`config.mk`:
```
export PLATFORM = sky130hd
export DESIGN_NAME = nmea_gga_txt_parser
export DESIGN_NICKNAME = d
export VERILOG_FILES = /design/src/rtl/ngga_pkg.sv /design/src/rtl/nmea_gga_txt_parser.sv /design/src/rtl/ngga_field.sv /design/src/rtl/ngga_ant_scan.sv
export SDC_FILE = /design/constraint.sdc
export NUM_CORES = 2
export LEC_CHECK = 0
export BUFFER_PORTS_ARGS = -buffer_cell sky130_fd_sc_hd__buf_2
export CORE_MARGIN = 4
export CORE_UTILIZATION = 30
export CTS_CLUSTER_SIZE = 16
export DETAILED_ROUTE_END_ITERATION = 10
export GPL_ROUTABILITY_DRIVEN = 0
export PLACE_DENSITY = 0.5
export SLEW_MARGIN = 5
export SYNTH_ARGS = -nofsm -noshare
export SYNTH_HDL_FRONTEND = slang
export SYNTH_SLANG_ARGS = --single-unit
```
`constraint.sdc`:
```
create_clock -name clk_i -period 11.8 [get_ports clk_i]
set_input_delay 2.36 -clock clk_i [delete_from_list [all_inputs] [get_ports clk_i]]
set_output_delay 2.36 -clock clk_i [all_outputs]
set_load 0.1 [all_outputs]
```
`src/rtl/ngga_pkg.sv`:
```
`default_nettype none

package ngga_pkg;

  localparam int unsigned FRACTION_DIGITS = 4;
  localparam int unsigned STATUS_OFFSET   = 10;
  localparam int unsigned WIN_LEN         = STATUS_OFFSET + 2;
  localparam int unsigned FRAC_W          = 3;
  localparam int unsigned CNT_W           = 4;
  localparam int unsigned POS_W           = 3;
  localparam int unsigned POW_W           = 20;
  localparam int unsigned OUT_W           = 120;

  localparam logic [7:0] CH_DOLLAR = 8'h24;
  localparam logic [7:0] CH_COMMA  = 8'h2C;
  localparam logic [7:0] CH_DOT    = 8'h2E;
  localparam logic [7:0] CH_ZERO   = 8'h30;
  localparam logic [7:0] CH_NINE   = 8'h39;
  localparam logic [7:0] CH_A      = 8'h41;
  localparam logic [7:0] CH_N      = 8'h4E;
  localparam logic [7:0] CH_T      = 8'h54;
  localparam logic [7:0] CH_O      = 8'h4F;
  localparam logic [7:0] CH_P      = 8'h50;
  localparam logic [7:0] CH_K      = 8'h4B;

  localparam logic [23:0] TYPE_GGA = 24'h474741;
  localparam logic [23:0] TYPE_TXT = 24'h545854;

  localparam logic KIND_GGA = 1'b0;
  localparam logic KIND_TXT = 1'b1;

  localparam logic [1:0] ANT_NONE    = 2'd0;
  localparam logic [1:0] ANT_OPEN    = 2'd1;
  localparam logic [1:0] ANT_OK      = 2'd2;
  localparam logic [1:0] ANT_SHORT   = 2'd3;

  localparam logic [CNT_W-1:0] COMMA_MAX   = 4'd15;
  localparam logic [CNT_W-1:0] COMMA_TIME  = 4'd1;
  localparam logic [CNT_W-1:0] COMMA_LAT   = 4'd2;
  localparam logic [CNT_W-1:0] COMMA_NS    = 4'd3;
  localparam logic [CNT_W-1:0] COMMA_LON   = 4'd4;
  localparam logic [CNT_W-1:0] COMMA_EW    = 4'd5;

  localparam logic [POS_W-1:0] POS_MAX       = 3'd7;
  localparam logic [POS_W-1:0] POS_TYPE_LO   = 3'd3;
  localparam logic [POS_W-1:0] POS_TYPE_HI   = 3'd5;

  typedef struct packed {
    logic [2:0]  val_we;
    logic [1:0]  hemi_we;
    logic [31:0] number;
    logic [7:0]  first_char;
  } fld_upd_t;

  typedef struct packed {
    logic       hit;
    logic [1:0] code;
  } ant_hit_t;

  typedef struct packed {
    logic [1:0]  antenna;
    logic [7:0]  lon_hemi;
    logic [31:0] lon;
    logic [7:0]  lat_hemi;
    logic [31:0] lat;
    logic [31:0] utc;
  } report_t;

  function automatic logic [POW_W-1:0] pow10(input logic [FRAC_W-1:0] idx);
    logic [POW_W-1:0] r;
    unique case (idx)
      3'd0:    r = 20'd1;
      3'd1:    r = 20'd10;
      3'd2:    r = 20'd100;
      3'd3:    r = 20'd1000;
      3'd4:    r = 20'd10000;
      3'd5:    r = 20'd100000;
      default: r = 20'd1000000;
    endcase
    return r;
  endfunction

endpackage

`default_nettype wire

```
`src/rtl/nmea_gga_txt_parser.sv`:
```
// Channel  Dir  tdata (low bit up)                                  tuser / tlast
// s_axis   in   rx_byte[7:0]                                        tlast: last_of_buffer
// m_axis   out  utc_time[31:0] latitude[63:32] lat_hemi[71:64]      tuser: sentence_kind
//               longitude[103:72] lon_hemi[111:104] antenna[113:112], zero pad to 120
//
// One byte is taken every cycle while s_axis_tready is high; the parse state, pending and
// committed values update at the accepting edge. A report is visible on m_axis the cycle
// after the closing '$' when the output register is free or drains at that edge; otherwise
// it waits in the skid. A two-entry output stage (register plus skid) holds reports;
// s_axis_tready drops only when both entries are full. Reset is immediate: no clearing pass.
`default_nettype none

module nmea_gga_txt_parser (
  input  wire logic         clk_i,
  input  wire logic         rst_ni,
  input  wire logic         s_axis_tvalid,
  output logic              s_axis_tready,
  input  wire logic [7:0]   s_axis_tdata,   // rx_byte[7:0]
  input  wire logic         s_axis_tlast,
  output logic              m_axis_tvalid,
  input  wire logic         m_axis_tready,
  output logic [ngga_pkg::OUT_W-1:0] m_axis_tdata,  // utc_time, latitude, latitude_hemisphere,
                                                    // longitude, longitude_hemisphere,
                                                    // antenna_status, zero pad
  output logic              m_axis_tuser    // sentence_kind
);
  import ngga_pkg::*;

  logic              acc, is_dollar, closing, is_gga, is_txt, push, pop, in_step;
  logic              in_sent_q;
  logic [7:0]        held_q;
  logic              held_vld_q;
  logic [POS_W-1:0]  pos_q, pos_n;
  logic [23:0]       type_q;
  logic [31:0]       pend_val_q [3];
  logic [7:0]        pend_hemi_q [2];
  logic [1:0]        pend_ant_q;
  report_t           comm_q, comm_d;
  fld_upd_t          upd;
  ant_hit_t          hit;

  report_t           out_q, skid_q;
  logic              out_kind_q, skid_kind_q;
  logic              out_vld_q, skid_vld_q;

  assign s_axis_tready = !skid_vld_q;
  assign acc       = s_axis_tvalid && s_axis_tready;
  assign is_dollar = (s_axis_tdata == CH_DOLLAR);
  assign in_step   = acc && !is_dollar && in_sent_q;
  assign closing   = acc && is_dollar && in_sent_q;
  assign is_gga    = (type_q == TYPE_GGA);
  assign is_txt    = (type_q == TYPE_TXT);
  assign push      = closing && (is_gga || is_txt);
  assign pop       = out_vld_q && m_axis_tready;
  assign pos_n     = (pos_q != POS_MAX) ? pos_q + 1'b1 : pos_q;

  ngga_field u_field (
    .clk_i   (clk_i),
    .rst_ni  (rst_ni),
    .clear_i (acc && is_dollar),
    .step_i  (in_step && held_vld_q),
    .byte_i  (held_q),
    .upd_o   (upd)
  );

  ngga_ant_scan u_ant (
    .clk_i   (clk_i),
    .rst_ni  (rst_ni),
    .clear_i (acc && is_dollar),
    .shift_i (in_step),
    .byte_i  (s_axis_tdata),
    .hit_o   (hit)
  );

  always_comb begin
    comm_d = comm_q;
    if (closing && is_gga) begin
      comm_d.utc      = pend_val_q[0];
      comm_d.lat      = pend_val_q[1];
      comm_d.lon      = pend_val_q[2];
      comm_d.lat_hemi = pend_hemi_q[0];
      comm_d.lon_hemi = pend_hemi_q[1];
    end
    if (closing && is_txt) comm_d.antenna = pend_ant_q;
  end

  always_ff @(posedge clk_i or negedge rst_ni) begin
    if (!rst_ni) begin
      in_sent_q  <= 1'b0;
      held_q     <= '0;
      held_vld_q <= 1'b0;
      pos_q      <= '0;
      type_q     <= '0;
      for (int i = 0; i < 3; i++) pend_val_q[i] <= '0;
      for (int i = 0; i < 2; i++) pend_hemi_q[i] <= CH_ZERO;
      pend_ant_q <= ANT_NONE;
      comm_q     <= '{antenna: ANT_NONE, lon_hemi: CH_ZERO, lon: '0,
                      lat_hemi: CH_ZERO, lat: '0, utc: '0};
    end else if (acc) begin
      comm_q <= comm_d;
      if (is_dollar) begin
        in_sent_q      <= 1'b1;
        held_q         <= '0;
        held_vld_q     <= 1'b0;
        pos_q          <= '0;
        type_q         <= '0;
        pend_val_q[0]  <= comm_d.utc;
        pend_val_q[1]  <= comm_d.lat;
        pend_val_q[2]  <= comm_d.lon;
        pend_hemi_q[0] <= comm_d.lat_hemi;
        pend_hemi_q[1] <= comm_d.lon_hemi;
        pend_ant_q     <= comm_d.antenna;
      end else if (in_sent_q) begin
        held_q     <= s_axis_tdata;
        held_vld_q <= 1'b1;
        pos_q      <= pos_n;
        if (pos_n >= POS_TYPE_LO && pos_n <= POS_TYPE_HI) begin
          type_q <= {type_q[15:0], s_axis_tdata};
        end
        for (int i = 0; i < 3; i++) begin
          if (upd.val_we[i]) pend_val_q[i] <= upd.number;
        end
        for (int i = 0; i < 2; i++) begin
          if (upd.hemi_we[i]) pend_hemi_q[i] <= upd.first_char;
        end
        if (hit.hit) pend_ant_q <= hit.code;
      end
      if (s_axis_tlast) begin
        in_sent_q  <= 1'b0;
        held_vld_q <= 1'b0;
      end
    end
  end

  always_ff @(posedge clk_i or negedge rst_ni) begin
    if (!rst_ni) begin
      out_vld_q   <= 1'b0;
      skid_vld_q  <= 1'b0;
      out_q       <= '0;
      skid_q      <= '0;
      out_kind_q  <= KIND_GGA;
      skid_kind_q <= KIND_GGA;
    end else if (!out_vld_q || pop) begin
      out_vld_q  <= skid_vld_q || push;
      out_q      <= skid_vld_q ? skid_q : comm_d;
      out_kind_q <= skid_vld_q ? skid_kind_q : (is_gga ? KIND_GGA : KIND_TXT);
      skid_vld_q <= 1'b0;
    end else if (push) begin
      skid_q      <= comm_d;
      skid_kind_q <= is_gga ? KIND_GGA : KIND_TXT;
      skid_vld_q  <= 1'b1;
    end
  end

  assign m_axis_tvalid = out_vld_q;
  assign m_axis_tuser  = out_kind_q;
  assign m_axis_tdata  = {{(OUT_W - $bits(report_t)){1'b0}}, out_q};

endmodule

`default_nettype wire

```
`src/rtl/ngga_field.sv`:
```
`default_nettype none

module ngga_field (
  input  wire logic             clk_i,
  input  wire logic             rst_ni,
  input  wire logic             clear_i,
  input  wire logic             step_i,
  input  wire logic [7:0]       byte_i,
  output ngga_pkg::fld_upd_t    upd_o
);
  import ngga_pkg::*;

  logic [CNT_W-1:0]  comma_q, comma_d;
  logic              nonempty_q, nonempty_d;
  logic [31:0]       num_q, num_d;
  logic [FRAC_W-1:0] frac_q, frac_d;
  logic              dot_q, dot_d;
  logic              stop_q, stop_d;
  logic [7:0]        first_q, first_d;

  logic              is_digit;
  logic [35:0]       acc10;
  logic [FRAC_W-1:0] missing;
  logic [51:0]       scaled;
  logic [31:0]       finished;

  assign is_digit = (byte_i >= CH_ZERO) && (byte_i <= CH_NINE);
  assign acc10    = {1'b0, num_q, 3'b000} + {3'b000, num_q, 1'b0} + {28'd0, byte_i - CH_ZERO};
  assign missing  = (frac_q < FRAC_W'(FRACTION_DIGITS)) ?
                    FRAC_W'(FRACTION_DIGITS) - frac_q : '0;
  assign scaled   = 52'(num_q) * 52'(pow10(missing));
  assign finished = (scaled[51:32] != '0) ? 32'hFFFF_FFFF : scaled[31:0];

  always_comb begin
    comma_d    = comma_q;
    nonempty_d = nonempty_q;
    num_d      = num_q;
    frac_d     = frac_q;
    dot_d      = dot_q;
    stop_d     = stop_q;
    first_d    = first_q;
    upd_o      = '0;
    upd_o.number     = finished;
    upd_o.first_char = first_q;
    if (clear_i) begin
      comma_d    = '0;
      nonempty_d = 1'b0;
      num_d      = '0;
      frac_d     = '0;
      dot_d      = 1'b0;
      stop_d     = 1'b0;
      first_d    = '0;
    end else if (step_i) begin
      if (byte_i == CH_COMMA) begin
        if (nonempty_q) begin
          unique case (comma_q)
            COMMA_TIME: upd_o.val_we[0]  = 1'b1;
            COMMA_LAT:  upd_o.val_we[1]  = 1'b1;
            COMMA_NS:   upd_o.hemi_we[0] = 1'b1;
            COMMA_LON:  upd_o.val_we[2]  = 1'b1;
            COMMA_EW:   upd_o.hemi_we[1] = 1'b1;
            default:    ;
          endcase
        end
        if (comma_q != COMMA_MAX) comma_d = comma_q + 1'b1;
        nonempty_d = 1'b0;
        num_d      = '0;
        frac_d     = '0;
        dot_d      = 1'b0;
        stop_d     = 1'b0;
        first_d    = '0;
      end else begin
        if (!nonempty_q) begin
          nonempty_d = 1'b1;
          first_d    = byte_i;
        end
        if (!stop_q) begin
          if (is_digit) begin
            if (!(dot_q && frac_q >= FRAC_W'(FRACTION_DIGITS))) begin
              num_d = (acc10[35:32] != '0) ? 32'hFFFF_FFFF : acc10[31:0];
              if (dot_q) frac_d = frac_q + 1'b1;
            end
          end else if (byte_i == CH_DOT && !dot_q) begin
            dot_d = 1'b1;
          end else begin
            stop_d = 1'b1;
          end
        end
      end
    end
  end

  always_ff @(posedge clk_i or negedge rst_ni) begin
    if (!rst_ni) begin
      comma_q    <= '0;
      nonempty_q <= 1'b0;
      num_q      <= '0;
      frac_q     <= '0;
      dot_q      <= 1'b0;
      stop_q     <= 1'b0;
      first_q    <= '0;
    end else begin
      comma_q    <= comma_d;
      nonempty_q <= nonempty_d;
      num_q      <= num_d;
      frac_q     <= frac_d;
      dot_q      <= dot_d;
      stop_q     <= stop_d;
      first_q    <= first_d;
    end
  end

endmodule

`default_nettype wire

```
`src/rtl/ngga_ant_scan.sv`:
```
`default_nettype none

module ngga_ant_scan (
  input  wire logic           clk_i,
  input  wire logic           rst_ni,
  input  wire logic           clear_i,
  input  wire logic           shift_i,
  input  wire logic [7:0]     byte_i,
  output ngga_pkg::ant_hit_t  hit_o
);
  import ngga_pkg::*;

  logic [7:0] win_q [WIN_LEN];
  logic [7:0] win_d [WIN_LEN];

  always_comb begin
    win_d[0] = byte_i;
    for (int i = 1; i < WIN_LEN; i++) begin
      win_d[i] = win_q[i-1];
    end
  end

  always_comb begin
    hit_o.hit  = shift_i && (win_d[STATUS_OFFSET+1] == CH_A) &&
                 (win_d[STATUS_OFFSET] == CH_N) && (win_d[STATUS_OFFSET-1] == CH_T);
    if (win_d[1] == CH_O && win_d[0] == CH_P) begin
      hit_o.code = ANT_OPEN;
    end else if (win_d[1] == CH_O && win_d[0] == CH_K) begin
      hit_o.code = ANT_OK;
    end else begin
      hit_o.code = ANT_SHORT;
    end
  end

  always_ff @(posedge clk_i or negedge rst_ni) begin
    if (!rst_ni) begin
      for (int i = 0; i < WIN_LEN; i++) win_q[i] <= '0;
    end else if (clear_i) begin
      for (int i = 0; i < WIN_LEN; i++) win_q[i] <= '0;
    end else if (shift_i) begin
      for (int i = 0; i < WIN_LEN; i++) win_q[i] <= win_d[i];
    end
  end

endmodule

`default_nettype wire

```
==> results.json <==
{
  "critPathTopFamily": "adder cells",
  "drive_gt1_share_pct": 8.02,
  "skew_ps": 33.1,
  "synth_compound_area_share_pct": 11.9,
  "grt_overflow": 0,
  "synth.area.mux_share_pct": 5.57,
  "hold_path_class": "reg -> reg",
  "synth.most_common_cell": "inv_1",
  "start_kind": "flip-flop",
  "grt_pass1_wl_mm": 214,
  "vdd_ir_drop_max_mv": 0.0903,
  "synthSimpleGateAreaFrac_pct": 11.9,
  "chipWidth_microns": 405,
  "synth_edf_count": 0,
  "ys_seq_area_share_pct": 33.7,
  "synth_top_area_share_pct": 33.2,
  "cp.arrival_ps": 11040,
  "drt-initial-drc-count": 2604,
  "via_per_inst": 4.90,
  "cp.required_ps": 12260,
  "ys.warnings.count": 0,
  "finalHoldViolCount": 0,
  "drc": 0,
  "htreeDepth": 3,
  "synth_top_family_by_area": "adder cells",
  "cts_resized": 0,
  "setup_viol": 0,
  "status": "finished, final reports clean",
  "synth.top_cells.by_count": "inv_1 (764), dfrtp_1 (627), nand2_1 (485)",
  "dieArea_sq_mm": 0.164,
  "synth_area_sq_mm": 0.0472,
  "slew_headroom_pct": 18.7,
  "first_pass_iters": 7,
  "synth_async_sr_flop_share_pct": 100,
  "cts_hold_buffers": 0,
  "cts_setup_buffers": 0,
  "yosysUniqueCellTypes": 79,
  "min_period_over_period_pct": 89.6,
  "layout.nets": 5613,
  "syn_inst": 4889,
  "fin_util_pct": 33.5,
  "postRouteAntennaNets": 0,
  "end_kind": "flip-flop",
  "cts_max_path_buffers": 3,
  "rows": 145,
  "die_h_microns": 405,
  "clkLatencyLatePin_ps": 670,
  "critPathBufInv": 6,
  "setup_slack_ps": 1220,
  "cts.clk_slew.worst_paths_ps": 60,
  "grt_pass1_vias": 35367,
  "powerDensity_mw_per_mm2": 90.3,
  "cts_buffers": 73,
  "cts_tree": "done",
  "synth_fa_ha_area_share_pct": 26.8,
  "synth_area_leaders": "dfrtp_1 (33%), fa_1 (20%), ha_1 (7.0%)",
  "grt_setup_unrepaired": "false",
  "layout_min_cycle_time_ps": 10580,
  "dominantRegCellSynth": "dfrtp_1",
  "wl_mm": 134,
  "core_area_sq_mm": 0.156,
  "antenna_found_initial": 1,
  "drv_slew": 0,
  "synth_xor_area_share_pct": 1.67,
  "routed-via-count": 34195,
  "fin_tns_setup_ps": 0,
  "cts.sinks": 635,
  "critPathMostFrequentCell": "fa_1",
  "wl_per_cell_microns": 19.2,
  "ios": 136,
  "syn_to_final_growth_pct": 11.0,
  "cap_violations": 0,
  "yosysTopAreaCell": "dfrtp_1",
  "fmax_ghz": 0.0945,
  "leakage_nw": 28.1,
  "cpPeakStageDelay_ps": 910,
  "cts_root_buf": "clkbuf_16",
  "io_buffer_count": 129,
  "crit_slowest_cell": "and2_1",
  "critPathMaxFanout": 48,
  "ys_ff_latch": 635,
  "avgSynthCellArea_sq_um": 9.66,
  "path_class": "reg -> reg",
  "tightest_slew_ps": 1220,
  "dp_slack_ps": 1310,
  "hpwl_mm": 99.1,
  "grtUsageTotal_pct": 16.6,
  "grt_max_degree": 169,
  "initial_core_util_pct": 30.2
}
[cell families (layout without fill, tap and decap cells)]
| logic type | after synthesis | in the layout |
|---|---|---|
| AND/OR/NAND/NOR | 1233 | 1233 |
| buffers and inverters | 1057 | 1087 |
| AO/OA/AOI/OAI | 884 | 884 |
| adder cells (fa/ha/maj) | 731 | 731 |
| flip-flops | 635 | 635 |
| multiplexers | 258 | 258 |
| XOR/XNOR | 90 | 90 |
| other | 1 | 8 |
[layer usage]
layer,up-vias,track usage [%],share of wire (%)
li1,16019,-,-
met1,17200,23.6,47
met2,821,26.6,46
met3,155,2.09,4.6
met4,0,4.46,2.2
met5,-,0,0
[power breakdown]
group | internal, mW | switching, mW | leakage (nW)
clock | 1.40 | 0.960 | 1.20
combinational | 0.0418 | 0.0977 | 18.1
sequential | 2.21 | 0.0252 | 8.79
[cell type report]
class | count | area, sq um
Fill cell | 16100 | 104000
Antenna cell | 2 | 5.00
Sequential cell | 635 | 15900
Clock buffer | 99 | 2030
Inverter | 765 | 2880
Tap cell | 2058 | 2570
Multi-Input combinational cell | 3202 | 27400
Clock inverter | 31 | 440
Timing Repair Buffer | 192 | 1200
[state kept, by name, indices dropped and copies added, names as in the netlist]
signal	cells
comm_q	114
held_q	8
held_vld_q	1
in_sent_q	1
m_axis_tdata	114
m_axis_tuser	1
m_axis_tvalid	1
pend_ant_q	2
pend_hemi_q	16
pend_val_q	96
pos_q	3
skid_kind_q	1
skid_q	114
skid_vld_q	1
type_q	24
u_ant.win_d	88
u_field.comma_q	4
u_field.dot_q	1
u_field.first_q	8
u_field.frac_q	3
u_field.nonempty_q	1
u_field.num_q	32
u_field.stop_q	1
[worst reg2reg max path: cells and delay by family (launching register included)]
kind,cells,cell delay [ps]
AO/OA/AOI/OAI,5,1020
adder cells (fa/ha/maj),10,4610
buffers and inverters,6,850
flip-flops,1,430
multiplexers,1,130
AND/OR/NAND/NOR,8,3350
[cells in the final DEF, fill, tap and decap left out, types with 11 or more instances in the layout]
| cell type | n |
|---|---|
| o21ai_0 | 294 |
| nand2_1 | 482 |
| nand2b_1 | 19 |
| nor2_1 | 282 |
| dfrtp_1 | 627 |
| mux2i_1 | 221 |
| o21bai_1 | 12 |
| a41oi_1 | 73 |
| a21o_1 | 35 |
| clkbuf_16 | 73 |
| or2_2 | 14 |
| nand3_1 | 201 |
| a22o_1 | 85 |
| o21a_1 | 16 |
| buf_4 | 57 |
| buf_2 | 128 |
| a211o_1 | 14 |
| nor3_1 | 26 |
| fa_1 | 465 |
| ha_1 | 266 |
| a221o_1 | 25 |
| a31oi_1 | 39 |
| xnor2_1 | 53 |
| clkbuf_1 | 15 |
| inv_1 | 764 |
| and3_1 | 47 |
| nand4_1 | 22 |
| or3_1 | 11 |
| and2_1 | 57 |
| a21oi_1 | 214 |
| o211ai_1 | 12 |
| xor2_1 | 37 |
| mux2_2 | 37 |
| clkbuf_8 | 11 |
[worst paths after layout]
kind / from / to / slack, ps / cells past startpoint
hold reg to reg: type_q[19] / type_q[19] / 470 / 2
setup / recovery: u_field.frac_q[0] / pend_val_q[46] / 1220 / 30
hold / removal: type_q[19] / type_q[19] / 470 / 2
max in group asynchronous: rst_ni / skid_q[55] / 7630 / 3
min in group asynchronous: rst_ni / m_axis_tdata[67] / 1720 / 1
setup reg to reg: u_field.frac_q[0] / pend_val_q[46] / 1220 / 30
[stage by stage]
step	total power, mW	hold WS [ps]	instances	instance area [sq um]
floorplan	2.34	431	4894	47200
CTS	4.82	465	6982	52400
detailed placement	2.42	453	6852	49900
global route	4.92	493	6982	52400
finish	4.73	466	6984	52400
global placement	2.42	452	6852	49900
No activity file was read; power rests on OpenSTA's default activity.
